$ cat config.mk
export PLATFORM = sky130hd
export DESIGN_NAME = terrain_patch_strip_index_gen_unit
export DESIGN_NICKNAME = d
export VERILOG_FILES = /design/src/rtl/core/tpsi_pkg.sv /design/src/rtl/core/terrain_patch_strip_index_gen_unit.sv /design/src/rtl/core/tpsi_front.sv /design/src/rtl/core/tpsi_queue.sv /design/src/rtl/core/tpsi_seq.sv /design/src/rtl/core/tpsi_idx.sv
export SDC_FILE = /design/constraint.sdc
export NUM_CORES = 1
export LEC_CHECK = 0
export BUFFER_PORTS_ARGS = -buffer_cell sky130_fd_sc_hd__buf_2
export CAP_MARGIN = 20
export CORE_MARGIN = 2
export CORE_UTILIZATION = 50
export DETAILED_ROUTE_END_ITERATION = 16
export PLACE_DENSITY_LB_ADDON = 0.2
export SLEW_MARGIN = 20
export SYNTH_ARGS = -nofsm -noshare
export SYNTH_HDL_FRONTEND = slang
export SYNTH_SLANG_ARGS = --single-unit
$ cat constraint.sdc
create_clock -name clk_i -period 22.9 [get_ports clk_i]
set_clock_uncertainty 0.15 [all_clocks]
set_input_delay 1.145 -clock clk_i [delete_from_list [all_inputs] [get_ports clk_i]]
set_output_delay 1.145 -clock clk_i [all_outputs]
set_load 0.005 [all_outputs]
$ cat src/rtl/core/tpsi_pkg.sv
// Shared types, constants and mode helpers of the strip index generator.
// No dependencies.
`timescale 1ns / 1ps
`default_nettype none
package tpsi_pkg;

  localparam int unsigned COORD_W = 13;  // grid coordinate incl. patch offset
  localparam int unsigned ROW_W   = 13;  // row_width register
  localparam int unsigned IDX_W   = 25;  // vertex index
  localparam int unsigned OFS_W   = 6;   // offset inside a patch
  localparam int unsigned QUEUE_DEPTH = 2;
  localparam int unsigned QPTR_W      = 1;
  localparam int unsigned QCNT_W      = 2;

  localparam logic [ROW_W-1:0] ROW_WIDTH_RST = 13'd257;

  // request kinds
  localparam logic [1:0] KIND_BODY  = 2'd0;
  localparam logic [1:0] KIND_RIGHT = 2'd1;
  localparam logic [1:0] KIND_UPPER = 2'd2;

  // neighbor relations
  localparam logic [1:0] REL_SAME = 2'd0;
  localparam logic [1:0] REL_DBL  = 2'd1;
  localparam logic [1:0] REL_HALF = 2'd2;

  typedef struct packed {
    logic [1:0]  kind;
    logic [11:0] x_start;
    logic [11:0] z_start;
    logic [1:0]  lod_shift;
    logic [1:0]  neighbor_relation;
    logic [3:0]  column;
  } in_item_t;

  typedef struct packed {
    logic [24:0] vertex_index;
    logic        last;
    logic        error;
  } out_item_t;

  typedef enum logic [2:0] {
    MD_BODY,
    MD_R_SAME,
    MD_R_DBL,
    MD_R_HALF,
    MD_U_SAME,
    MD_U_DBL,
    MD_U_HALF
  } mode_e;

  typedef enum logic [2:0] {
    BK_IDLE,
    BK_HEAD,
    BK_LOOP,
    BK_TAIL,
    BK_ERR
  } bk_state_e;

  // classified request, front to back
  typedef struct packed {
    logic             error;
    mode_e            mode;
    logic [1:0]       sh;
    logic [OFS_W-1:0] col_ofs;
    logic [OFS_W-1:0] d0;
    logic             loop_empty;
    logic [11:0]      x_start;
    logic [11:0]      z_start;
  } job_t;

  // one grid vertex to be turned into an index
  typedef struct packed {
    logic [COORD_W-1:0] x;
    logic [COORD_W-1:0] z;
    logic               last;
    logic               error;
  } put_t;

  function automatic logic mode_has_head(mode_e m);
    logic r;
    case (m)
      MD_R_SAME, MD_U_DBL, MD_U_HALF: r = 1'b1;
      default: r = 1'b0;
    endcase
    return r;
  endfunction

  function automatic logic [1:0] mode_tail_count(mode_e m);
    logic [1:0] r;
    case (m)
      MD_BODY: r = 2'd2;
      MD_R_DBL, MD_R_HALF, MD_U_SAME: r = 2'd1;
      default: r = 2'd0;
    endcase
    return r;
  endfunction

  function automatic logic [1:0] mode_last_phase(mode_e m);
    logic [1:0] r;
    case (m)
      MD_R_DBL, MD_R_HALF, MD_U_DBL, MD_U_HALF: r = 2'd3;
      default: r = 2'd1;
    endcase
    return r;
  endfunction

  // loop stride is twice the step
  function automatic logic mode_dbl(mode_e m);
    logic r;
    case (m)
      MD_R_DBL, MD_U_DBL: r = 1'b1;
      default: r = 1'b0;
    endcase
    return r;
  endfunction

  // loop walks upward from zero
  function automatic logic mode_up(mode_e m);
    logic r;
    case (m)
      MD_U_SAME, MD_U_DBL, MD_U_HALF: r = 1'b1;
      default: r = 1'b0;
    endcase
    return r;
  endfunction

endpackage
`default_nettype wire

$ cat src/rtl/core/terrain_patch_strip_index_gen_unit.sv
// Top level of the terrain patch triangle strip index generator.
// Depends on tpsi_pkg, tpsi_front, tpsi_queue, tpsi_seq, tpsi_idx.
//
//   channel | dir | handshake               | payload
//   --------+-----+-------------------------+----------------------------
//   in      | in  | in_valid_i / in_stall_o | tpsi_pkg::in_item_t
//   out     | out | out_valid_o/out_stall_i | tpsi_pkg::out_item_t
//   cfg     | in  | cfg_valid_i/cfg_ready_o | row_width, 13 bit
//
// A request occupies the sequencer while it picks up the job in its idle state,
// then puts out one index per cycle while the index stage is ready (up to 34
// at a 17x17 patch); a rejected request puts out a single error index. The
// sequencer is the rate limit; two register stages follow it to the out port.
// Async active-low reset; no memory clearing pass after reset.
// The two-entry job queue keeps taking requests while the back end works
// or the out port is stalled; in_stall_o rises only when the queue is full.
`timescale 1ns / 1ps
`default_nettype none
module terrain_patch_strip_index_gen_unit #(
  parameter int unsigned PATCH_EDGE  = 17,
  parameter int unsigned LEVEL_COUNT = 4
) (
  input  logic                       clk_i,
  input  logic                       rst_ni,
  // request channel
  input  logic                       in_valid_i,
  output logic                       in_stall_o,
  input  tpsi_pkg::in_item_t         in_data_i,
  // index channel
  output logic                       out_valid_o,
  input  logic                       out_stall_i,
  output tpsi_pkg::out_item_t        out_data_o,
  // row width register write
  input  logic                       cfg_valid_i,
  output logic                       cfg_ready_o,
  input  logic [tpsi_pkg::ROW_W-1:0] cfg_data_i
);
  import tpsi_pkg::*;

  logic [ROW_W-1:0] row_width_q, row_width_d;
  job_t             front_job;
  job_t             q_job;
  logic             q_full, q_empty, q_pop;
  logic             put_valid, put_ready;
  put_t             put;

  // Register write is always accepted; software must write only while idle, which the block does not enforce.
  assign cfg_ready_o = 1'b1;
  assign row_width_d = (cfg_valid_i && cfg_ready_o) ? cfg_data_i : row_width_q;

  always_ff @(posedge clk_i or negedge rst_ni) begin
    if (!rst_ni) begin
      row_width_q <= ROW_WIDTH_RST;
    end else begin
      row_width_q <= row_width_d;
    end
  end

  // Front end: check and classify each request in the cycle it arrives.
  tpsi_front #(
    .PATCH_EDGE (PATCH_EDGE),
    .LEVEL_COUNT(LEVEL_COUNT)
  ) u_front (
    .req_i(in_data_i),
    .job_o(front_job)
  );

  assign in_stall_o = q_full;

  tpsi_queue u_queue (
    .clk_i      (clk_i),
    .rst_ni     (rst_ni),
    .push_i     (in_valid_i),
    .push_data_i(front_job),
    .full_o     (q_full),
    .pop_i      (q_pop),
    .empty_o    (q_empty),
    .pop_data_o (q_job)
  );

  // Back end: vertex sequencer followed by the index multiply/add stages.
  tpsi_seq #(
    .PATCH_EDGE(PATCH_EDGE)
  ) u_seq (
    .clk_i      (clk_i),
    .rst_ni     (rst_ni),
    .job_valid_i(!q_empty),
    .job_i      (q_job),
    .job_pop_o  (q_pop),
    .put_valid_o(put_valid),
    .put_ready_i(put_ready),
    .put_o      (put)
  );

  tpsi_idx u_idx (
    .clk_i      (clk_i),
    .rst_ni     (rst_ni),
    .row_width_i(row_width_q),
    .put_valid_i(put_valid),
    .put_ready_o(put_ready),
    .put_i      (put),
    .out_valid_o(out_valid_o),
    .out_stall_i(out_stall_i),
    .out_o      (out_data_o)
  );

endmodule
`default_nettype wire

$ cat src/rtl/core/tpsi_front.sv
// Request checker and classifier: turns a request into a job descriptor.
// Depends on tpsi_pkg.
`timescale 1ns / 1ps
`default_nettype none
module tpsi_front #(
  parameter int unsigned PATCH_EDGE  = 17,
  parameter int unsigned LEVEL_COUNT = 4
) (
  input  tpsi_pkg::in_item_t req_i,
  output tpsi_pkg::job_t     job_o
);
  import tpsi_pkg::*;

  logic [OFS_W-1:0] lw;
  logic [OFS_W-1:0] sw;
  logic [4:0]       col_p2;
  logic [7:0]       col_span;
  logic [OFS_W:0]   d0_full;
  logic             bad;
  mode_e            mode;

  always_comb begin
    lw       = OFS_W'(1) << req_i.lod_shift;
    col_p2   = {1'b0, req_i.column} + 5'd2;
    col_span = {3'b000, col_p2} << req_i.lod_shift;
    bad      = ({1'b0, req_i.lod_shift} >= 3'(LEVEL_COUNT));
    mode     = MD_BODY;
    case (req_i.kind)
      KIND_BODY: begin
        if (col_span >= 8'(PATCH_EDGE)) bad = 1'b1;
      end
      KIND_RIGHT: begin
        case (req_i.neighbor_relation)
          REL_SAME: mode = MD_R_SAME;
          REL_DBL:  mode = MD_R_DBL;
          REL_HALF: mode = MD_R_HALF;
          default:  bad  = 1'b1;
        endcase
      end
      KIND_UPPER: begin
        case (req_i.neighbor_relation)
          REL_SAME: mode = MD_U_SAME;
          REL_DBL:  mode = MD_U_DBL;
          REL_HALF: mode = MD_U_HALF;
          default:  bad  = 1'b1;
        endcase
      end
      default: bad = 1'b1;
    endcase
    if (req_i.kind != KIND_BODY && req_i.neighbor_relation == REL_HALF &&
        req_i.lod_shift == 2'd0) begin
      bad = 1'b1;
    end

    sw      = mode_dbl(mode) ? (lw << 1) : lw;
    d0_full = (OFS_W + 1)'(PATCH_EDGE - 1) - {1'b0, sw};

    job_o.error   = bad;
    job_o.mode    = mode;
    job_o.sh      = req_i.lod_shift;
    job_o.col_ofs = OFS_W'({2'b00, req_i.column} << req_i.lod_shift);
    job_o.x_start = req_i.x_start;
    job_o.z_start = req_i.z_start;
    if (mode_up(mode)) begin
      job_o.d0         = '0;
      job_o.loop_empty = ({1'b0, lw} >= (OFS_W + 1)'(PATCH_EDGE));
    end else begin
      // negative start means no iteration
      job_o.d0         = d0_full[OFS_W-1:0];
      job_o.loop_empty = d0_full[OFS_W];
    end
  end

endmodule
`default_nettype wire

$ cat src/rtl/core/tpsi_queue.sv
// Two-entry job queue between the classifier and the sequencer.
// Depends on tpsi_pkg.
`timescale 1ns / 1ps
`default_nettype none
module tpsi_queue (
  input  logic           clk_i,
  input  logic           rst_ni,
  input  logic           push_i,
  input  tpsi_pkg::job_t push_data_i,
  output logic           full_o,
  input  logic           pop_i,
  output logic           empty_o,
  output tpsi_pkg::job_t pop_data_o
);
  import tpsi_pkg::*;

  job_t              mem_q [QUEUE_DEPTH];
  logic [QPTR_W-1:0] wr_ptr_q, wr_ptr_d;
  logic [QPTR_W-1:0] rd_ptr_q, rd_ptr_d;
  logic [QCNT_W-1:0] cnt_q, cnt_d;
  logic              do_push, do_pop;

  assign full_o     = (cnt_q == QCNT_W'(QUEUE_DEPTH));
  assign empty_o    = (cnt_q == '0);
  assign pop_data_o = mem_q[rd_ptr_q];
  assign do_push    = push_i && !full_o;
  assign do_pop     = pop_i && !empty_o;

  always_comb begin
    wr_ptr_d = do_push ? wr_ptr_q + 1'b1 : wr_ptr_q;
    rd_ptr_d = do_pop ? rd_ptr_q + 1'b1 : rd_ptr_q;
    cnt_d    = cnt_q;
    if (do_push && !do_pop) cnt_d = cnt_q + 1'b1;
    if (do_pop && !do_push) cnt_d = cnt_q - 1'b1;
  end

  always_ff @(posedge clk_i or negedge rst_ni) begin
    if (!rst_ni) begin
      wr_ptr_q <= '0;
      rd_ptr_q <= '0;
      cnt_q    <= '0;
    end else begin
      wr_ptr_q <= wr_ptr_d;
      rd_ptr_q <= rd_ptr_d;
      cnt_q    <= cnt_d;
    end
  end

  always_ff @(posedge clk_i) begin
    if (do_push) mem_q[wr_ptr_q] <= push_data_i;
  end

endmodule
`default_nettype wire

$ cat src/rtl/core/tpsi_seq.sv
// Strip sequencer: walks head, loop phases and tail of one job (or one error
// vertex), one grid vertex per cycle while put_ready_i is high. Depends on tpsi_pkg.
`timescale 1ns / 1ps
`default_nettype none
module tpsi_seq #(
  parameter int unsigned PATCH_EDGE = 17
) (
  input  logic           clk_i,
  input  logic           rst_ni,
  input  logic           job_valid_i,
  input  tpsi_pkg::job_t job_i,
  output logic           job_pop_o,
  output logic           put_valid_o,
  input  logic           put_ready_i,
  output tpsi_pkg::put_t put_o
);
  import tpsi_pkg::*;

  localparam logic [OFS_W-1:0] PM1 = OFS_W'(PATCH_EDGE - 1);

  bk_state_e        state_q, state_d;
  job_t             job_q, job_d;
  logic [OFS_W-1:0] d_q, d_d;
  logic [1:0]       ph_q, ph_d;

  logic [OFS_W-1:0] lw, hw, sw, c, d_next;
  logic [OFS_W-1:0] ox, oz;
  logic [OFS_W:0]   lim, dsum;
  logic             last_iter, fire, is_last;
  logic [1:0]       last_ph, tails;

  always_comb begin
    lw        = OFS_W'(1) << job_q.sh;
    hw        = lw >> 1;
    sw        = mode_dbl(job_q.mode) ? (lw << 1) : lw;
    c         = job_q.col_ofs;
    lim       = (OFS_W + 1)'(PATCH_EDGE) - {1'b0, lw};
    dsum      = {1'b0, d_q} + {1'b0, sw};
    last_ph   = mode_last_phase(job_q.mode);
    tails     = mode_tail_count(job_q.mode);
    if (mode_up(job_q.mode)) begin
      last_iter = (dsum >= lim);
      d_next    = d_q + sw;
    end else begin
      last_iter = (d_q < sw);
      d_next    = d_q - sw;
    end
  end

  // vertex offsets (z, x) inside the patch
  always_comb begin
    oz      = '0;
    ox      = '0;
    is_last = 1'b0;
    case (state_q)
      BK_HEAD: begin
        oz      = (job_q.mode == MD_R_SAME) ? PM1 : '0;
        ox      = PM1;
        is_last = job_q.loop_empty && (tails == 2'd0);
      end
      BK_LOOP: begin
        is_last = last_iter && (ph_q == last_ph) && (tails == 2'd0);
        case (job_q.mode)
          MD_BODY: begin
            oz = d_q;
            ox = (ph_q == 2'd0) ? c : c + lw;
          end
          MD_R_SAME: begin
            oz = (ph_q == 2'd0) ? PM1 - lw : PM1;
            ox = d_q;
          end
          MD_R_DBL: begin
            case (ph_q)
              2'd0:    begin oz = PM1;      ox = d_q + sw; end
              2'd1:    begin oz = PM1 - lw; ox = d_q + lw; end
              2'd2:    begin oz = PM1;      ox = d_q + sw; end
              default: begin oz = PM1 - lw; ox = d_q;      end
            endcase
          end
          MD_R_HALF: begin
            case (ph_q)
              2'd0:    begin oz = PM1;      ox = d_q + lw; end
              2'd1:    begin oz = PM1 - lw; ox = d_q;      end
              2'd2:    begin oz = PM1;      ox = d_q + hw; end
              default: begin oz = PM1 - lw; ox = d_q;      end
            endcase
          end
          MD_U_SAME: begin
            oz = d_q;
            ox = (ph_q == 2'd0) ? PM1 : PM1 - lw;
          end
          MD_U_DBL: begin
            case (ph_q)
              2'd0:    begin oz = d_q;      ox = PM1 - lw; end
              2'd1:    begin oz = d_q + sw; ox = PM1;      end
              2'd2:    begin oz = d_q + lw; ox = PM1 - lw; end
              default: begin oz = d_q + sw; ox = PM1;      end
            endcase
          end
          MD_U_HALF: begin
            case (ph_q)
              2'd0:    begin oz = d_q;      ox = PM1 - lw; end
              2'd1:    begin oz = d_q + hw; ox = PM1;      end
              2'd2:    begin oz = d_q;      ox = PM1 - lw; end
              default: begin oz = d_q + lw; ox = PM1;      end
            endcase
          end
          default: begin
            oz = '0;
            ox = '0;
          end
        endcase
      end
      BK_TAIL: begin
        is_last = (ph_q == tails - 2'd1);
        case (job_q.mode)
          MD_BODY: begin
            // repeat of the last strip vertex, then back to the strip top
            oz = (ph_q == 2'd0) ? (PM1 & (lw - 1'b1)) : PM1 - lw;
            ox = c + lw;
          end
          MD_U_SAME: begin
            oz = PM1;
            ox = PM1;
          end
          default: begin
            oz = PM1;
            ox = '0;
          end
        endcase
      end
      BK_ERR: is_last = 1'b1;
      default: is_last = 1'b0;
    endcase
  end

  always_comb begin
    put_valid_o = (state_q != BK_IDLE);
    put_o.last  = is_last;
    put_o.error = (state_q == BK_ERR);
    if (state_q == BK_ERR) begin
      put_o.x = '0;
      put_o.z = '0;
    end else begin
      put_o.x = {1'b0, job_q.x_start} + COORD_W'(ox);
      put_o.z = {1'b0, job_q.z_start} + COORD_W'(oz);
    end
  end

  assign fire = put_valid_o && put_ready_i;

  always_comb begin
    state_d   = state_q;
    job_d     = job_q;
    d_d       = d_q;
    ph_d      = ph_q;
    job_pop_o = 1'b0;
    case (state_q)
      BK_IDLE: begin
        if (job_valid_i) begin
          job_pop_o = 1'b1;
          job_d     = job_i;
          d_d       = job_i.d0;
          ph_d      = 2'd0;
          if (job_i.error) begin
            state_d = BK_ERR;
          end else if (mode_has_head(job_i.mode)) begin
            state_d = BK_HEAD;
          end else if (!job_i.loop_empty) begin
            state_d = BK_LOOP;
          end else begin
            state_d = BK_TAIL;
          end
        end
      end
      BK_HEAD: begin
        if (fire) begin
          if (!job_q.loop_empty) begin
            state_d = BK_LOOP;
          end else if (tails != 2'd0) begin
            state_d = BK_TAIL;
          end else begin
            state_d = BK_IDLE;
          end
        end
      end
      BK_LOOP: begin
        if (fire) begin
          if (ph_q != last_ph) begin
            ph_d = ph_q + 2'd1;
          end else if (last_iter) begin
            ph_d    = 2'd0;
            state_d = (tails != 2'd0) ? BK_TAIL : BK_IDLE;
          end else begin
            ph_d = 2'd0;
            d_d  = d_next;
          end
        end
      end
      BK_TAIL: begin
        if (fire) begin
          if (is_last) begin
            state_d = BK_IDLE;
          end else begin
            ph_d = ph_q + 2'd1;
          end
        end
      end
      BK_ERR: begin
        if (fire) state_d = BK_IDLE;
      end
      default: state_d = BK_IDLE;
    endcase
  end

  always_ff @(posedge clk_i or negedge rst_ni) begin
    if (!rst_ni) begin
      state_q <= BK_IDLE;
    end else begin
      state_q <= state_d;
    end
  end

  always_ff @(posedge clk_i) begin
    job_q <= job_d;
    d_q   <= d_d;
    ph_q  <= ph_d;
  end

endmodule
`default_nettype wire

$ cat src/rtl/core/tpsi_idx.sv
// Index datapath: x times row width, then plus z, with output register.
// Depends on tpsi_pkg.
`timescale 1ns / 1ps
`default_nettype none
module tpsi_idx (
  input  logic                       clk_i,
  input  logic                       rst_ni,
  input  logic [tpsi_pkg::ROW_W-1:0] row_width_i,
  input  logic                       put_valid_i,
  output logic                       put_ready_o,
  input  tpsi_pkg::put_t             put_i,
  output logic                       out_valid_o,
  input  logic                       out_stall_i,
  output tpsi_pkg::out_item_t        out_o
);
  import tpsi_pkg::*;

  logic                     s2_valid_q;
  logic [COORD_W-1:0]       s2_z_q;
  logic [IDX_W-1:0]         s2_prod_q;
  logic                     s2_last_q, s2_err_q;
  logic                     out_valid_q;
  out_item_t                out_q;
  logic [COORD_W+ROW_W-1:0] prod_full;
  logic                     out_ready;
  logic                     s2_load, out_load;

  assign prod_full   = {{ROW_W{1'b0}}, put_i.x} * {{COORD_W{1'b0}}, row_width_i};
  assign out_ready   = !out_valid_q || !out_stall_i;
  assign put_ready_o = !s2_valid_q || out_ready;
  assign s2_load     = put_valid_i && put_ready_o;
  assign out_load    = s2_valid_q && out_ready;
  assign out_valid_o = out_valid_q;
  assign out_o       = out_q;

  always_ff @(posedge clk_i or negedge rst_ni) begin
    if (!rst_ni) begin
      s2_valid_q  <= 1'b0;
      out_valid_q <= 1'b0;
    end else begin
      if (put_ready_o) s2_valid_q <= put_valid_i;
      if (out_ready) out_valid_q <= s2_valid_q;
    end
  end

  always_ff @(posedge clk_i) begin
    if (s2_load) begin
      s2_z_q    <= put_i.z;
      s2_prod_q <= prod_full[IDX_W-1:0];
      s2_last_q <= put_i.last;
      s2_err_q  <= put_i.error;
    end
    if (out_load) begin
      out_q.vertex_index <= {{(IDX_W - COORD_W){1'b0}}, s2_z_q} + s2_prod_q;
      out_q.last         <= s2_last_q;
      out_q.error        <= s2_err_q;
    end
  end

endmodule
`default_nettype wire

==> results of run 1 <==
[logic make-up after synthesis]
group	count (synthesis)	synth area share
AND/OR/NAND/NOR	492	0.138
AO/OA/AOI/OAI	314	0.119
buffers and inverters	284	0.0621
adder cells (fa/ha/maj)	271	0.242
flip-flops	219	0.360
XOR/XNOR	75	0.0365
multiplexers	70	0.0426
other	2	0.000418
[worst paths after layout]
path	from	end	cells after the start
hold reg to reg	u_idx.s2_last_q	u_idx.out_o[1]	0
setup reg to reg	u_seq.job_q[40]	u_idx.s2_prod_q[24]	32
hold / removal	u_idx.s2_last_q	u_idx.out_o[1]	0
min in group asynchronous	rst_ni	row_width_q[3]	1
setup / recovery	u_seq.job_q[40]	u_idx.s2_prod_q[24]	32
max in group asynchronous	rst_ni	u_queue.rd_ptr_q	1
[through the flow]
stage                     setup WS [ps]   util  hold slack (ps)
after detailed placement          11810  0.529              261
after global routing              11120  0.553              288
final                             11750  0.553              274
after floorplan                   14040      -              250
after CTS                         11780  0.553              273
after global placement            11870  0.529              261
[final cells by class]
cell class,instances,area (um^2),area share
clock buffers,27,653,0.0333
clock inverters,18,188,0.00956
inverters,213,800,0.0407
multi-input cells,1225,10400,0.532
flip-flops and latches,219,6470,0.329
well taps,461,577,0.0294
repair buffers,92,510,0.0260
[sequential cells by signal (all words and copies together) (netlist names)]
name / flops
u_idx.s2_z_q: 13
u_idx.s2_valid_q: 1
u_queue.cnt_q: 2
u_seq.c: 6
u_seq.job_q: 30
u_idx.s2_last_q: 1
u_idx.out_o: 27
u_queue.mem_q: 86
u_idx.s2_prod_q: 25
u_idx.out_valid_o: 1
u_seq.d_q: 6
u_queue.wr_ptr_q: 1
u_queue.rd_ptr_q: 1
u_idx.s2_err_q: 1
u_seq.ph_q: 2
u_seq.state_q: 3
row_width_q: 13
[metal layers]
layer | share of wire | track usage
met4 | 0.024 | 0.0563
met5 | 0 | 0
met1 | 0.48 | 0.337
met2 | 0.44 | 0.352
met3 | 0.057 | 0.0344
[worst max-delay path, delay by kind of cell (launching register included)]
family                   cells  cell delay, ps
AND/OR/NAND/NOR              6            1780
buffers and inverters        4             200
flip-flops                   1             740
XOR/XNOR                     1             140
adder cells (fa/ha/maj)      8            3790
AO/OA/AOI/OAI               13            4080
[Yosys cell counts, drive strengths merged, types with 36 or more instances]
master / number
o21ai: 69
xnor2: 49
and2: 49
inv: 213
ha: 143
buf: 36
fa: 128
mux2: 52
nand2: 137
nand3: 45
edfxtp: 197
nor2: 103
a21oi: 71
==> flow_summary.toml, run 1 <==
[cts]
clk_pin_slew_worst_paths_ps = 70
post_cts_resized = 0
clockBufferDepth = 3
cts_buffers = 25
cts.sinks = 219
cts_tree = "done"
clock_latency_ps = 530
cts_post_setup_buffers_inserted = 0
htree_levels = 1
cts-root-buf = "clkbuf_16"
ctsHoldBuffers = 0

[synthesis]
synth-async-reset-ratio = 0.100
yosys_register_bits = 219
synth_top_flop_cell = "edfxtp_1"
synth.avg_cell_area_um2 = 10.4
synthTopCellsByArea = "edfxtp_1, fa_1, ha_1, inv_1, mux2_2"
synth-edff-count = 197
synth_cell_types = 92
synth.largest_area_cell = "edfxtp_1"
yosysTopAreaCellShare = 0.329
ys_warn_count = 0
syn_area_um2 = 18000
syn_inst = 1727
yosysSeqAreaShare = 0.360

[critical_path]
rrSetupSlack_ps = 11750
cpMostUsedCell = "fa_1"
endpoint_kind = "flip-flop"
critPathMaxStageDelay_ps = 790
critPathArrivalTime_ps = 11270
crit_fanout = 26
cp-start-kind = "flip-flop"
slowest_stage = "a211oi_2"
path_class = "reg2reg"
worst-endpoint-required_ps = 23020

[floorplanning]
design.die.area_um2 = 37500
coreArea_um2 = 35500
die_height_um = 194
start_util = 0.507
die_w_um = 194
num_rows = 69
io_pins = 82

[timing]
slew_violations = 0
relSlewSlack = 0.291
rsz0062_at_grt = "false"
fin_crit_ps = 11150
finalSetupViolCount = 0
setup_tns_ps = 0
worst_pin_slew_ps = 1060
hold_viol_final = 0
timing.final.crit_share = 0.487
fmax_mhz = 89.7

[final_layout]
insertedDiodeCount = 0
fin_nets = 2099
fill_cells = 3014
syn_to_final_growth_pct = 9.19
layout_commonest_cell = "inv_1"
drive_above_1_share = 0.122
final_cells = 2255
mostFrequentLayoutCells = "inv_1, edfxtp_1, ha_1"
design_area_um2 = 19600

[placed_design]
dpl_cell_area_um2 = 18800
place_hpwl_um = 31700
place_congestion = 0.925
io_buffers = 80
dpl.cell_count = 2209

[route]
vias = 12700
vias_per_cell = 5.64
drcViolationCount = 0
wl_per_cell_um = 18.5
drt_iter0_markers = 900
wl_um = 41800
drt-pass1-iter-count = 5
final_antenna_net_count = 0

[global_route]
grt_overflow = 0
track_usage = 0.228
grt_start_max_net_pins = 67
grt_pass1_vias = 13000
grt_pass1_wl_um = 69300
antenna_found_initial = 0

[min_path]
hold_class = "reg2reg"

[flow_run]
maxCapViolations = 0

[run_status]
status = "completed"
Power of run 1 is left out: the tool's default activity adds up to more than one toggle a clock period on the data nets, which glitch-free logic cannot reach.
==> inputs of run 2 (changes only) <==
--- a/config.mk
+++ b/config.mk
@@ -5,6 +5,7 @@
 export SDC_FILE = /design/constraint.sdc
 export NUM_CORES = 1
 export LEC_CHECK = 0
+export ABC_AREA = 1
 export BUFFER_PORTS_ARGS = -buffer_cell sky130_fd_sc_hd__buf_2
 export CAP_MARGIN = 20
 export CORE_MARGIN = 2
==> constraint.sdc (replaced) <==
create_clock -name clk_i -period 9.6 [get_ports clk_i]
set_clock_uncertainty 0.15 [all_clocks]
set_input_delay 0.48 -clock clk_i [delete_from_list [all_inputs] [get_ports clk_i]]
set_output_delay 0.48 -clock clk_i [all_outputs]
set_load 0.005 [all_outputs]
==> flow_summary.toml, run 2 <==
[run_status]
status = "completed"

[route]
wl_um = 43800
vias = 13700
wl_per_cell_um = 17.0
highest_layer = "met4"
drcViolationCount = 0
wl_met3_um = 2980
route.met2.wl_um = 18800
vias_per_cell = 5.31
final_antenna_net_count = 0
drt_iter0_markers = 1274
drt-pass1-iter-count = 8
drt-met1-wl_um = 21200

[synthesis]
ys_warn_count = 0
synth-edff-count = 197
synth_compound_area_frac = 0.0860
syn_inst = 1975
yosys_register_bits = 219
synthXorXnorAreaFrac = 0.0299
yosysMostFrequentCell = "nand2_1"
synth.avg_cell_area_um2 = 8.91
synthTopCellsByArea = "edfxtp_1, fa_1, ha_1, nand2_1, inv_1"
synth_top_family_by_area = "adder cells"
syn_area_um2 = 17600
yosysSeqAreaShare = 0.367
yosys-mux-area-fraction = 0
synth.largest_area_cell = "edfxtp_1"
synth_cell_types = 56
synth-async-reset-ratio = 0.100
synth_top_flop_cell = "edfxtp_1"
synth-simple-area-share = 0.185
synth.cells.most_frequent = "nand2_1, inv_1, nor2_1"
synthAdderAreaFrac = 0.247
yosysTopAreaCellShare = 0.336

[critical_path]
crit_fanout = 8
endpoint_kind = "flip-flop"
rrSetupSlack_ps = 500
worst-endpoint-required_ps = 9710
slowest_stage = "fa_1"
path_class = "reg2reg"
critPathMaxStageDelay_ps = 530
cp-start-kind = "flip-flop"
critPathArrivalTime_ps = 9210
cpMostUsedCell = "fa_1"

[timing]
relSlewSlack = 0.336
fmax_mhz = 110
fin_crit_ps = 9100
timing.final.crit_share = 0.948
hold_viol_final = 0
slew_violations = 0
worst_pin_slew_ps = 985
finalSetupViolCount = 0
rsz0062_at_grt = "true"

[cts]
htree_levels = 1
cts.sinks = 219
cts-root-buf = "clkbuf_16"
clk_pin_slew_worst_paths_ps = 60
clock_latency_ps = 540
cts_buffers = 24
cts_tree = "done"
clockBufferDepth = 3

[global_route]
grt_pass1_vias = 13600
antenna_found_initial = 0
grt_start_max_net_pins = 45
grt_overflow = 0
track_usage = 0.248
grt_pass1_wl_um = 71000

[floorplanning]
coreArea_um2 = 34600
die_w_um = 192
design.die.area_um2 = 36700
io_pins = 82
die_height_um = 192
num_rows = 68
start_util = 0.508

[final_layout]
largest_reg_flops = 86
regMostFlops = "u_queue.mem_q"
fin_nets = 2426
fill_cells = 3039
insertedDiodeCount = 0
mostFrequentLayoutCells = "nand2_1, inv_1, nor2_1"
finalCoreUtilization = 0.572
syn_to_final_growth_pct = 12.5
layout_commonest_cell = "nand2_1"
drive_above_1_share = 0.0990

[placed_design]
io_buffers = 80
place_hpwl_um = 34100
place_congestion = 0.972

[flow_run]
maxCapViolations = 0

[min_path]
hold_class = "in2reg"
[run 2: cell count changes after synthesis, moves of 33 or more]
| cell | change |
|---|---|
| nor2_1 | +105 |
| inv_1 | +129 |
| nand2_1 | +278 |
| xnor2_1 | -33 |
| and2_1 | -48 |
| mux2_2 | -52 |
| and3_1 | -34 |
[run 2: final timing paths]
kind,from,end,depth (start not counted)
worst max-delay path,u_seq.job_q[37],u_idx.s2_prod_q[22],36
max in group asynchronous,rst_ni,u_idx.out_valid_o,2
worst min-delay path,cfg_data_i[9],row_width_q[9],3
worst max register to register,u_seq.job_q[37],u_idx.s2_prod_q[22],36
min in group asynchronous,rst_ni,u_seq.state_q[0],2
worst min register to register,u_idx.s2_last_q,u_idx.out_o[1],0
[run 2: cell type report]
cell class	instances	area, um^2	share of cell area
Multi-Input combinational cell	1367	9730	0.491
Clock inverter	13	156	0.00789
Timing Repair Buffer	143	931	0.0470
Sequential cell	219	6470	0.327
Inverter	348	1310	0.0659
Clock buffer	31	647	0.0327
Tap cell	455	569	0.0287
[run 2: per-stage QoR]
stage               hold slack (ps)  instances  setup TNS (ps)  setup WS, ps  area, um^2
floorplan                      34.4       1976               0          1170       17600
global placement                254       2507               0           411       18700
detailed placement              269       2507               0           269       18700
CTS                            1.82       2574               0           198       19700
global route                   4.31       2576           -9.95         -9.45       19800
finish                         9.91       2576               0           501       19800
[run 2: timing repair]
item | 4_1_cts | 5_1_grt
hold endpoints to repair | 62 | 0
gates resized for setup | 0 | 17
buffers inserted | 0 | 2
hold buffers | 23 | 0
endpoints found under the setup margin | 0 | 12
[run 2: critical path: cells and delay by family (launching register included)]
kind | cells | cell delay, ps
adders and majority gates | 10 | 4390
AOI/OAI and AO/OA | 7 | 1470
and+or+nand+nor | 11 | 1350
xor gates and xnor gates | 2 | 560
buffers and inverters | 6 | 470
DFF | 1 | 410
[run 2: cells by family (layout without fill, tap and decap cells)]
| family | after synthesis | count (layout) |
|---|---|---|
| AO/OA/AOI/OAI | 260 | 260 |
| XOR/XNOR | 60 | 60 |
| adder cells (fa/ha/maj) | 271 | 271 |
| buffers and inverters | 390 | 535 |
| flip-flops | 219 | 219 |
| other | 2 | 3 |
| AND/OR/NAND/NOR | 773 | 773 |
[run 2: metal layers]
| metal | vias to the layer above | GRT usage |
|---|---|---|
| met5 | - | 0 |
| met1 | 6452 | 0.380 |
| met3 | 71 | 0.0269 |
| li1 | 6670 | - |
| met4 | 0 | 0.0568 |
| met2 | 486 | 0.377 |
Power of run 2 is left out for the same reason.
